File: src/rtl/core/lprc_ram.sv
// Generic single-port RAM with registered read.
// No dependencies.
module lprc_ram #(
    parameter int WIDTH = 8,
    parameter int DEPTH = 16
) (
    input  logic                     aclk,
    input  logic                     we,
    input  logic [$clog2(DEPTH)-1:0] addr,
    input  logic [WIDTH-1:0]         wdata,
    output logic [WIDTH-1:0]         rdata
);
    logic [WIDTH-1:0] mem [DEPTH];

    // Write and registered read share one address.
    always_ff @(posedge aclk) begin
        if (we) begin
            mem[addr] <= wdata;
        end
        rdata <= mem[addr];
    end
endmodule

File: config.mk
export PLATFORM = sky130hd
export DESIGN_NAME = lprc_ram
export DESIGN_NICKNAME = d
export VERILOG_FILES = /design/src/rtl/core/lprc_ram.sv
export SDC_FILE = /design/constraint.sdc
export NUM_CORES = 1
export LEC_CHECK = 0
export ABC_AREA = 1
export BUFFER_PORTS_ARGS = -buffer_cell sky130_fd_sc_hd__buf_2
export CORE_MARGIN = 2
export CORE_UTILIZATION = 42
export DETAILED_ROUTE_END_ITERATION = 10
export PLACE_DENSITY = 0.65
export SLEW_MARGIN = 20
export SYNTH_ARGS = -nofsm -noshare
export SYNTH_HDL_FRONTEND = slang
export SYNTH_SLANG_ARGS = --single-unit
export TNS_END_PERCENT = 50
File: constraint.sdc
create_clock -name aclk -period 2 [get_ports aclk]
set_input_delay 0.1 -clock aclk [delete_from_list [all_inputs] [get_ports aclk]]
set_output_delay 0.1 -clock aclk [all_outputs]
set_load 0.03 [all_outputs]
==> flow_summary.ini, run 1 <==
[synth]
synthMuxAreaShare = 0
avgSynthCellArea_um2 = 10.2
yosysUniqueCellTypes = 11
ys_seq_area_frac = 0.716
synth_xor_area_frac = 0
synthCells = 548
synth_compound_area_frac = 0
ys_ff_latch = 136
yosys_warnings = 0
synthAdderAreaFrac = 0
synth_nets = 562
synth.cell_area_mm2 = 0.00559
synth_top_family_by_area = simple AND/OR/NAND/NOR gates
yosys.area_share.simple = 0.248

[pwr]
leakage_nw = 2.85
p_sw_w = 0.00146
powerDensity_mw_per_mm2 = 1040
p_int_w = 0.00538
p_seq_frac = 0.468
clkPwrFrac = 0.470
ir_drop_uv = 906
combPwrFrac = 0.062
p_sw_frac = 0.214

[floorplanning]
start_util = 0.426
die_area_mm2 = 0.0143
die_y_um = 119
io_pins = 22
coreArea_mm2 = 0.0131
rows = 42
die_w_um = 119

[routing]
avgViaCountPerCell = 4.68
drt-total-wl_mm = 12.4
ant_nets = 0
vias = 3649
dr.pass1.iters = 4
drt_iter0_markers = 293
wire_per_inst_um = 15.9
wl_met3_um = 686
drc_errors = 0
top_layer_used = met4
met1Wirelength_mm = 5.76
dr_wl_met2_mm = 5.82

[global_route]
track_usage = 0.190
antenna_found_initial = 0
grt_pass1_wl_mm = 19.8
grt-ovfl-total = 0
grt_pass1_vias = 3655
grt_max_degree = 49

[sta]
max-slew-margin-rel = 0.656
tns_ns = 0
drv_slew = 0
layout_min_cycle_time_ns = 1.21
hold_ws_ns = 0.0900
skew_ns = 0.0158
fmax_mhz = 824
setup_violations = 0
fin_crit_sh = 0.607
worst_pin_slew_ns = 0.516
hold_violations = 0
rsz0062_at_grt = no

[run]
max_cap_violations = 0

[critical_path]
crit_chain = buf_2, buf_4, buf_4, nand2_1, nand2_1, nand2_1, nand2_1, nand2_1, nand2_1, inv_1, nand2_1
startpoint_type = input pin
crit_slowest_cell = buf_4
worstPathArrival_ns = 1.57
cp_max_fo = 48
end_kind = flip-flop
slowest_delay_ns = 0.47
worst-endpoint-required_ns = 2.36
cpMostUsedCell = nand2_1
critPathKind = in2reg

[final_layout]
nets = 605
drive_above_1_share = 0.129
fin_cells = 780
diodes = 0
seqCellArea_mm2 = 0.00400
fill_cells = 1216
area_delta_synth_final_pct = 18.1
multi_input_area_mm2 = 0.00139

[clock_tree]
clock_path_buffers = 2
clk_pin_slew_ns = 0.06
cts.sinks = 136
cts_buffers = 17
cts-hold-fix-buffers = 0
cts-resized-gates = 0
cts-root-buf = clkbuf_16
insertion_delay_ns = 0.43
tritoncts = yes
cts_setup_buffers = 0
cts.htree.levels = 4

[placement]
post-place-cells = 748
dpl.hpwl_mm = 7.73
gp_congestion = 0.819
port_buffers = 21

[outcome]
outcome = completed

[hold_path]
hp-class = in2reg
## metal layers
metal | up-vias | GRT usage
met4 | 0 | 0.0868
met1 | 1714 | 0.256
li1 | 1834 | -
met5 | - | 0
met3 | 11 | 0.0421
met2 | 90 | 0.296
## path summary, 6_finish.rpt
check,start,endpoint,slack (ns),cells past startpoint
max,addr[0],rdata[3],0.79,11
min,wdata[6],mem[3][6],0.09,1
max reg2reg,mem[5][7],rdata[7],0.97,8
min reg2reg,mem[14][4],rdata[4],0.71,8
## synth_stat cells
library cell | n | share of area
buf_2 | 12 | 0.011
clkinv_1 | 1 | 0.00067
nand2_1 | 346 | 0.23
dfxtp_1 | 8 | 0.029
edfxtp_1 | 128 | 0.69
nor2_1 | 18 | 0.012
inv_2 | 1 | 0.00067
buf_4 | 6 | 0.0081
inv_1 | 21 | 0.014
nand3_1 | 4 | 0.0036
clkbuf_1 | 3 | 0.0020
## cells by family (layout without fill, tap and decap cells)
group | count (synthesis) | in the layout
buffers and inverters | 44 | 100
DFF | 136 | 136
and+or+nand+nor | 368 | 368
## through the flow
| step | utilization | setup slack [ns] | total power (W) | area [µm²] |
|---|---|---|---|---|
| 6_report | 0.503 | 0.787 | 0.00685 | 6610 |
| 5_1_grt | 0.503 | 0.629 | 0.00707 | 6610 |
| 4_1_cts | 0.503 | 0.798 | 0.00689 | 6610 |
| 3_5_place_dp | 0.455 | 0.368 | 0.00369 | 5980 |
| 3_3_place_gp | 0.455 | 0.421 | 0.00368 | 5980 |
| 2_1_floorplan | - | 0.523 | 0.00352 | 5590 |
## worst max-delay path, delay by kind of cell
kind | cells | cell delay, ns
buffers and inverters | 4 | 0.88
and+or+nand+nor | 7 | 0.56
## layout make-up
cell class,count,area share
sequential,136,0.606
multi-input combinational,368,0.210
clock buffer,21,0.0727
inverter,23,0.0131
clock inverter,11,0.0218
timing repair buffer,45,0.0432
tap,176,0.0333
## power by group through the flow
stage | sequential (W) | combinational [W] | clock (W)
after detailed placement | 0.00327 | 0.000421 | 0
final | 0.00321 | 0.000421 | 0.00322
after global routing | 0.00321 | 0.000474 | 0.00339
after floorplan | 0.00330 | 0.000220 | 0
after global placement | 0.00327 | 0.000417 | 0
after CTS | 0.00321 | 0.000423 | 0.00326
## layout by cell type (no fill, tap or decap), drive strengths merged
cell type,n
clkbuf,21
bufinv,3
nand2,346
clkinv,4
buf,45
clkinvlp,4
nand3,4
inv,23
nor2,18
dfxtp,8
edfxtp,128
## registers in the layout (all words and copies together), names as in the netlist
register  count
rdata         8
mem         128
Note: power is estimated with default switching activity, not from simulation.
==> inputs of run 2 (changes only) <==
clock period = 1.2 ns   (was 2 ns; I/O delays follow)
==> flow_summary.ini, run 2 (same netlist as run 1, synthesis figures left out) <==
[outcome]
outcome = completed

[clock_tree]
cts_setup_buffers = 0
cts_buffers = 17
cts.htree.levels = 4
cts-root-buf = clkbuf_16
tritoncts = yes
insertion_delay_ns = 0.42
clk_pin_slew_ns = 0.06
cts-hold-fix-buffers = 0
cts.sinks = 136
cts-resized-gates = 0
clock_path_buffers = 2

[placement]
post-place-cells = 749
pre_cts_slack_ns = -0.0946
gp_congestion = 0.848
port_buffers = 21
dpl.hpwl_mm = 7.75

[final_layout]
top_register = mem
largest_reg_flops = 128
drive_above_1_share = 0.160
area_delta_synth_final_pct = 22.6
diodes = 0
nets = 606
mostFrequentLayoutCells = 346 x nand2_1, 128 x edfxtp_1, 21 x inv_1, 21 x buf_2, 17 x clkbuf_16
fin_cells = 781
fin_util = 0.522
final_common_cell = nand2_1
fill_cells = 1132
top_regs = mem (128), rdata (8)

[critical_path]
worst-endpoint-required_ns = 1.51
critPathKind = reg2reg
end_kind = flip-flop
startpoint_type = flip-flop
worstPathArrival_ns = 1.34
cp_max_fo = 1

[floorplanning]
start_util = 0.426
rows = 42
coreArea_mm2 = 0.0131
die_y_um = 119
die_area_mm2 = 0.0143
die_w_um = 119
io_pins = 22

[sta]
final.setup.worst_slack_ns = 0.166
drv_slew = 0
max-slew-margin-rel = 0.717
rsz0062_at_grt = no
worst_pin_slew_ns = 0.425
layout_min_cycle_time_ns = 1.03
fmax_mhz = 967
hold_violations = 0
tns_ns = 0
skew_ns = 0.00468
fin_crit_sh = 0.861
setup_violations = 0

[pwr]
leakage_nw = 2.90
p_total_w = 0.0118
ir_drop_uv = 804
powerDensity_mw_per_mm2 = 1720

[routing]
drt_iter0_markers = 357
vias = 3712
wire_per_inst_um = 15.6
drt-total-wl_mm = 12.2
drc_errors = 0
dr.pass1.iters = 4
avgViaCountPerCell = 4.75
ant_nets = 0

[hold_path]
hp-class = in2reg

[run]
max_cap_violations = 0

[global_route]
antenna_found_initial = 0
grt-ovfl-total = 0
track_usage = 0.189
grt_pass1_wl_mm = 19.8
grt_max_degree = 33
grt_pass1_vias = 3741
run 2: changes by cell type in the layout (fill, tap and decap cells not counted), sizes merged:
| cell | change |
|---|---|
| clkinvlp | -1 |
| inv | -1 |
| clkinv | +1 |
| bufinv | +2 |
| clkbuf | -1 |
| buf | +1 |
run 2: critical path, stage by stage (launching register included):
cell and delay (ns):
edfxtp_1 0.36, nand2_1 0.08, nand2_1 0.07, nand2_1 0.06, nand2_1 0.05, nand2_1 0.10
nand2_1 0.09, inv_1 0.06, nand2_1 0.05
run 2: path summary, 6_finish.rpt:
path	slack, ns	start	cells past startpoint	to
setup / recovery	0.17	mem[7][1]	8	rdata[1]
hold / removal	0.07	wdata[3]	1	mem[11][3]
setup reg to reg	0.17	mem[7][1]	8	rdata[1]
hold reg to reg	0.72	mem[8][6]	8	rdata[6]
run 2: layer usage:
| metal | GRT usage | wire [µm] |
|---|---|---|
| met1 | 0.251 | 5180 |
| met2 | 0.295 | 5950 |
| met3 | 0.0393 | 787 |
| met4 | 0.0963 | 303 |
| met5 | 0 | 0 |
run 2: power by group:
group	total (W)	leakage, nW	internal (W)	switching (W)
Sequential	0.00534	1.22	0.00531	0.0000264
Clock	0.00572	0.318	0.00384	0.00188
Combinational	0.000755	1.36	0.000217	0.000538
Total	0.0118	2.90	0.00937	0.00245
run 2: final cells by class:
type,count,area [µm²],share of cell area
Clock buffer,20,467,0.0681
Clock inverter,12,196,0.0287
Inverter,23,86.3,0.0126
Multi-Input combinational cell,368,1480,0.215
Sequential cell,136,4000,0.584
Tap cell,176,220,0.0321
Timing Repair Buffer,46,405,0.0591
run 2: through the flow:
stage	area, µm²	hold WS [ns]
2_1_floorplan	5680	0.159
3_3_place_gp	6190	0.494
3_5_place_dp	6190	0.497
4_1_cts	6860	0.0603
5_1_grt	6860	0.0775
6_report	6860	0.0697
