==> config.mk <==
export PLATFORM = sky130hd
export DESIGN_NAME = lprc_hash
export DESIGN_NICKNAME = d
export VERILOG_FILES = /design/src/rtl/core/lprc_pkg.sv /design/src/rtl/core/lprc_hash.sv
export SDC_FILE = /design/constraint.sdc
export NUM_CORES = 2
export LEC_CHECK = 0
export BUFFER_PORTS_ARGS = -buffer_cell sky130_fd_sc_hd__clkbuf_2
export CORE_MARGIN = 5
export CORE_UTILIZATION = 60
export CTS_CLUSTER_SIZE = 8
export DETAILED_ROUTE_END_ITERATION = 12
export PLACE_DENSITY = 0.8
export SETUP_SLACK_MARGIN = 0.3
export SLEW_MARGIN = 20
export SYNTH_ARGS = -nofsm -noshare
export SYNTH_HDL_FRONTEND = slang
export SYNTH_SLANG_ARGS = --single-unit
export TNS_END_PERCENT = 50
==> constraint.sdc <==
create_clock -name aclk -period 9.8 [get_ports aclk]
set_input_delay 1.47 -clock aclk [delete_from_list [all_inputs] [get_ports aclk]]
set_output_delay 1.47 -clock aclk [all_outputs]
set_load 0.02 [all_outputs]
==> src/rtl/core/lprc_pkg.sv <==
// Package for the linear probe result cache: sizes, mode codes, hash constants.
// No dependencies.
package lprc_pkg;
    localparam int TABLE_SLOTS = 64;
    localparam int SLOT_W = $clog2(TABLE_SLOTS);
    localparam int CNT_W = SLOT_W + 1;
    localparam int ENTRY_W = 64 + 64 + 8;

    localparam logic [1:0] MODE_LOOKUP = 2'd0;
    localparam logic [1:0] MODE_STORE  = 2'd1;
    localparam logic [1:0] MODE_CLEAR  = 2'd2;

    localparam logic [63:0] MIX_ADD = 64'h9e3779b97f4a7c15;
    localparam logic [63:0] MIX_M1  = 64'hbf58476d1ce4e5b9;
    localparam logic [63:0] MIX_M2  = 64'h94d049bb133111eb;

    // Operations of the shared multiplier.
    localparam logic [1:0] MUL_LL = 2'd0;
    localparam logic [1:0] MUL_LH = 2'd1;
    localparam logic [1:0] MUL_HL = 2'd2;

    typedef struct packed {
        logic start;
        logic [63:0] key;
    } hash_req_t;

    typedef struct packed {
        logic done;
        logic [SLOT_W-1:0] home;
    } hash_rsp_t;
endpackage

==> src/rtl/core/lprc_hash.sv <==
// Iterative splitmix64 home-slot hash over one shared 32x32 multiplier.
// Depends on lprc_pkg.
module lprc_hash (
    input  logic              aclk,
    input  logic              aresetn,
    input  lprc_pkg::hash_req_t req,
    output lprc_pkg::hash_rsp_t rsp
);
    import lprc_pkg::*;

    localparam logic [2:0] H_IDLE = 3'd0;
    localparam logic [2:0] H_MUL  = 3'd1;
    localparam logic [2:0] H_DONE = 3'd2;

    logic [2:0]  state_reg, state_next;
    logic [63:0] x_reg, x_next;
    logic [63:0] acc_reg, acc_next;
    logic [63:0] m_reg, m_next;
    logic [1:0]  op_reg, op_next;
    logic        round_reg, round_next;
    logic [31:0] mul_a, mul_b;
    logic [63:0] prod;
    logic [63:0] xs;

    // The single shared multiplier.
    always_comb begin
        case (op_reg)
            MUL_LH: begin mul_a = x_reg[31:0];  mul_b = m_reg[63:32]; end
            MUL_HL: begin mul_a = x_reg[63:32]; mul_b = m_reg[31:0];  end
            default: begin mul_a = x_reg[31:0]; mul_b = m_reg[31:0];  end
        endcase
        prod = 64'(mul_a) * 64'(mul_b);
        xs = req.key + MIX_ADD;
    end

    // Each round takes three partial products: low by low, then the two cross terms.
    always_comb begin
        state_next = state_reg;
        x_next = x_reg;
        acc_next = acc_reg;
        m_next = m_reg;
        op_next = op_reg;
        round_next = round_reg;
        unique case (state_reg)
            H_IDLE: begin
                if (req.start) begin
                    x_next = xs ^ (xs >> 30);
                    m_next = MIX_M1;
                    op_next = MUL_LL;
                    round_next = 1'b0;
                    state_next = H_MUL;
                end
            end
            H_MUL: begin
                unique case (op_reg)
                    MUL_LL: begin acc_next = prod; op_next = MUL_LH; end
                    MUL_LH: begin
                        acc_next = acc_reg + {prod[31:0], 32'd0};
                        op_next = MUL_HL;
                    end
                    default: begin
                        acc_next = acc_reg + {prod[31:0], 32'd0};
                        op_next = MUL_LL;
                        if (!round_reg) begin
                            x_next = acc_next ^ (acc_next >> 27);
                            m_next = MIX_M2;
                            round_next = 1'b1;
                        end else begin
                            x_next = acc_next ^ (acc_next >> 31);
                            state_next = H_DONE;
                        end
                    end
                endcase
            end
            default: state_next = H_IDLE;
        endcase
    end

    always_ff @(posedge aclk) begin
        if (!aresetn) begin
            state_reg <= H_IDLE;
        end else begin
            state_reg <= state_next;
        end
        x_reg <= x_next;
        acc_reg <= acc_next;
        m_reg <= m_next;
        op_reg <= op_next;
        round_reg <= round_next;
    end

    assign rsp.done = (state_reg == H_DONE);
    assign rsp.home = x_reg[SLOT_W-1:0];

    hash_done_one_cycle: assert property (@(posedge aclk) disable iff (!aresetn)
        rsp.done |=> !rsp.done)
        else $error("hash done held");
    hash_state_legal: assert property (@(posedge aclk) disable iff (!aresetn)
        state_reg <= H_DONE)
        else $error("hash state out of range");
    hash_start_taken: assert property (@(posedge aclk) disable iff (!aresetn)
        (state_reg == H_IDLE && req.start) |=> (state_reg == H_MUL))
        else $error("hash start not taken");
endmodule
==> impl_metrics.tcl <==
set metrics [dict create \
    start_util 0.6036 \
    ys_ff_latch 135 \
    r2r_start "op_reg[0]$_SDFFCE_PN0P_" \
    outcome "finished, final reports clean" \
    antenna_found_initial 6 \
    fin_util 0.7027 \
    fmax_ghz 0.1051 \
    crit_path_end_kind "flop" \
    synth_common_cells "inv_1, fa_1, ha_1" \
    post_drt_wl_per_cell_um 28.32 \
    crit_path_start_kind "flop" \
    track_usage 0.4188 \
    drive_above_1_share 0.1952 \
    gr-total-overflow 0 \
    synth_cell_types 81 \
    yosysMostFrequentCell "inv_1" \
    synthTopCellsByArea "fa_1, ha_1, edfxtp_1, inv_1, nor2_1" \
    htree_levels 4 \
    arrival_ns 9.77 \
    via_per_inst 6.021 \
    port_buffers 73 \
    rsz0062_at_grt "true" \
    syn_avg_cell_area_um2 9.613 \
    ys.flop_type "edfxtp_1" \
    grt_pass1_vias 32860 \
    slew_headroom 0.2267 \
    criticalPathCategory "reg -> reg" \
    cts_inserted_buffers 17 \
    hpwlAfterDp_mm 129.3 \
    cts_tree "built" \
    routed_wl_mm 148.8 \
    hold_violations 0 \
    clock_path_buffers 2 \
    crit_slowest_cell "fa_1" \
    root_buffer "clkbuf_16" \
    layout.nets 5636 \
    setup_viol 0 \
    ys.warnings.count 0 \
    synth_top_cell_by_area "fa_1" \
    drc_errors 0 \
    area_growth_pct 16.43 \
    finalClockSkew_ns 0.01660 \
    nFillCells 5015 \
    synth_cells 4033 \
    grt_max_degree 77 \
    fin_crit_sh 0.9712 \
    ys_seq_area_frac 0.1041 \
    synth_edf_count 133 \
    cp_max_fo 7 \
    cpMostUsedCell "fa_1" \
    ant_nets 0 \
    min_from "acc_reg[20]$_DFFE_PP_" \
    drtPass1Iterations 6 \
    hold_path_class "reg -> reg" \
    clock-sinks 135 \
    async_reset_ff_frac 0 \
    netlist_area_mm2 0.03877 \
    max_cap_violations 0 \
    fp-row-count 93 \
    clk_latency_ns 0.44 \
    cts_hold_buffers 0 \
    slew_viol_final 0 \
    vias 31640 \
    pin_count 74 \
    grt_pass1_wl_mm 214.4 \
    crit_required_ns 10.05 \
    synth_top_area_frac 0.4260 \
    fp.dieH_um 264.2 \
    startpoint "op_reg[0]$_SDFFCE_PN0P_" \
    first_iter_violations 3927 \
    tightest_slew_ns 1.157 \
    path_clk_slew_ns 0.07 \
    synthesis.nets 5287 \
    min_period_ns 9.518 \
    gp_congestion 1.071 \
    fp.dieW_um 264.2 \
    critical_path.max_stage_delay_ns 0.54 \
    core_mm2 0.06423 \
    die-area_mm2 0.06980 \
]
[cells by family (layout without fill, tap and decap cells)]
logic type / count (synthesis) / in the layout / synth area share
compound gates: 497 / 497 / 0.08220
xor+xnor: 202 / 202 / 0.04670
fa+ha+maj: 1187 / 1187 / 0.5428
buf+inv: 1032 / 1394 / 0.1005
flops: 135 / 135 / 0.1041
mux: 69 / 69 / 0.01843
other cells: 0 / 5 / 0
simple gates: 911 / 911 / 0.1052
[worst paths after layout]
check / end / slack [ns] / depth (start not counted)
setup reg to reg: x_reg[29]$_DFFE_PP_ / 0.28 / 39
setup / recovery: x_reg[29]$_DFFE_PP_ / 0.28 / 39
hold / removal: x_reg[20]$_DFFE_PP_ / 0.64 / 2
hold reg to reg: x_reg[20]$_DFFE_PP_ / 0.64 / 2
[area by class of cell]
cell class	instances	area, µm²	area share
clock inverter	15	151.4	0.003354
antenna	5	12.51	0.0002772
sequential	135	4034	0.08937
tap	855	1070	0.02370
inverter	929	3507	0.07770
clock buffer	17	425.4	0.009425
timing repair buffer	433	3312	0.07337
multi-input combinational	2866	32630	0.7228
[cell usage in the layout, fill, tap and decap left out, types with 16 or more instances in the layout]
cell | netlist | final
nand2b_1 | 24 | 21
ha_4 | 0 | 31
nor2_4 | 0 | 23
nor3_1 | 32 | 26
ha_1 | 362 | 328
a21oi_2 | 1 | 21
nand2_2 | 0 | 24
nand3_1 | 35 | 28
xnor2_1 | 124 | 111
mux2i_1 | 50 | 40
o21ai_0 | 106 | 92
inv_1 | 926 | 881
fa_1 | 825 | 795
fa_2 | 0 | 30
clkbuf_2 | 0 | 73
inv_2 | 1 | 42
buf_4 | 6 | 325
mux2_4 | 0 | 17
and2_1 | 74 | 69
clkbuf_16 | 0 | 18
nand2_1 | 283 | 252
edfxtp_1 | 133 | 133
nor2_1 | 352 | 276
nor2b_1 | 19 | 16
buf_6 | 0 | 23
a21oi_1 | 144 | 121
xor2_1 | 75 | 71
nor2_2 | 0 | 53
a21o_1 | 78 | 77
[repair_timing]
action | CTS | global route
setup endpoints to repair | 36 | 49
pin swaps | 31 | 149
gates cloned | 1 | 1
gates resized for setup | 130 | 343
setup buffers | 27 | 66
[critical path, delay by kind of cell (launching register included)]
| family | cells | cell delay, ns |
|---|---|---|
| flops | 1 | 0.44 |
| mux | 1 | 0.36 |
| compound gates | 12 | 2.24 |
| buf+inv | 9 | 0.94 |
| simple gates | 5 | 0.69 |
| fa+ha+maj | 10 | 4.28 |
| xor+xnor | 2 | 0.36 |
[per-stage QoR]
step | instances | hold slack (ns) | worst slack [ns] | setup TNS, ns | area [µm²]
2_1_floorplan | 4033 | 0.5614 | 0.3237 | 0 | 38800
3_3_place_gp | 5123 | 0.6154 | -0.1708 | -1.254 | 41890
3_5_place_dp | 5123 | 0.6161 | -0.2468 | -2.158 | 41890
4_1_cts | 5183 | 0.6306 | 0.3009 | 0 | 43190
5_1_grt | 5250 | 0.6493 | 0.03870 | 0 | 45130
6_report | 5255 | 0.6359 | 0.2823 | 0 | 45140
[routing by layer]
layer / track usage / vias to the layer above / share of wire
li1: - / 13310 / -
met3: 0.09342 / 514 / 0.11
met5: 0 / - / 0.00014
met1: 0.5596 / 15820 / 0.37
met4: 0.2024 / 4 / 0.072
met2: 0.6555 / 1996 / 0.45
Power is left out: the tool's default activity adds up to more than one toggle a clock period on the data nets, which glitch-free logic cannot reach.
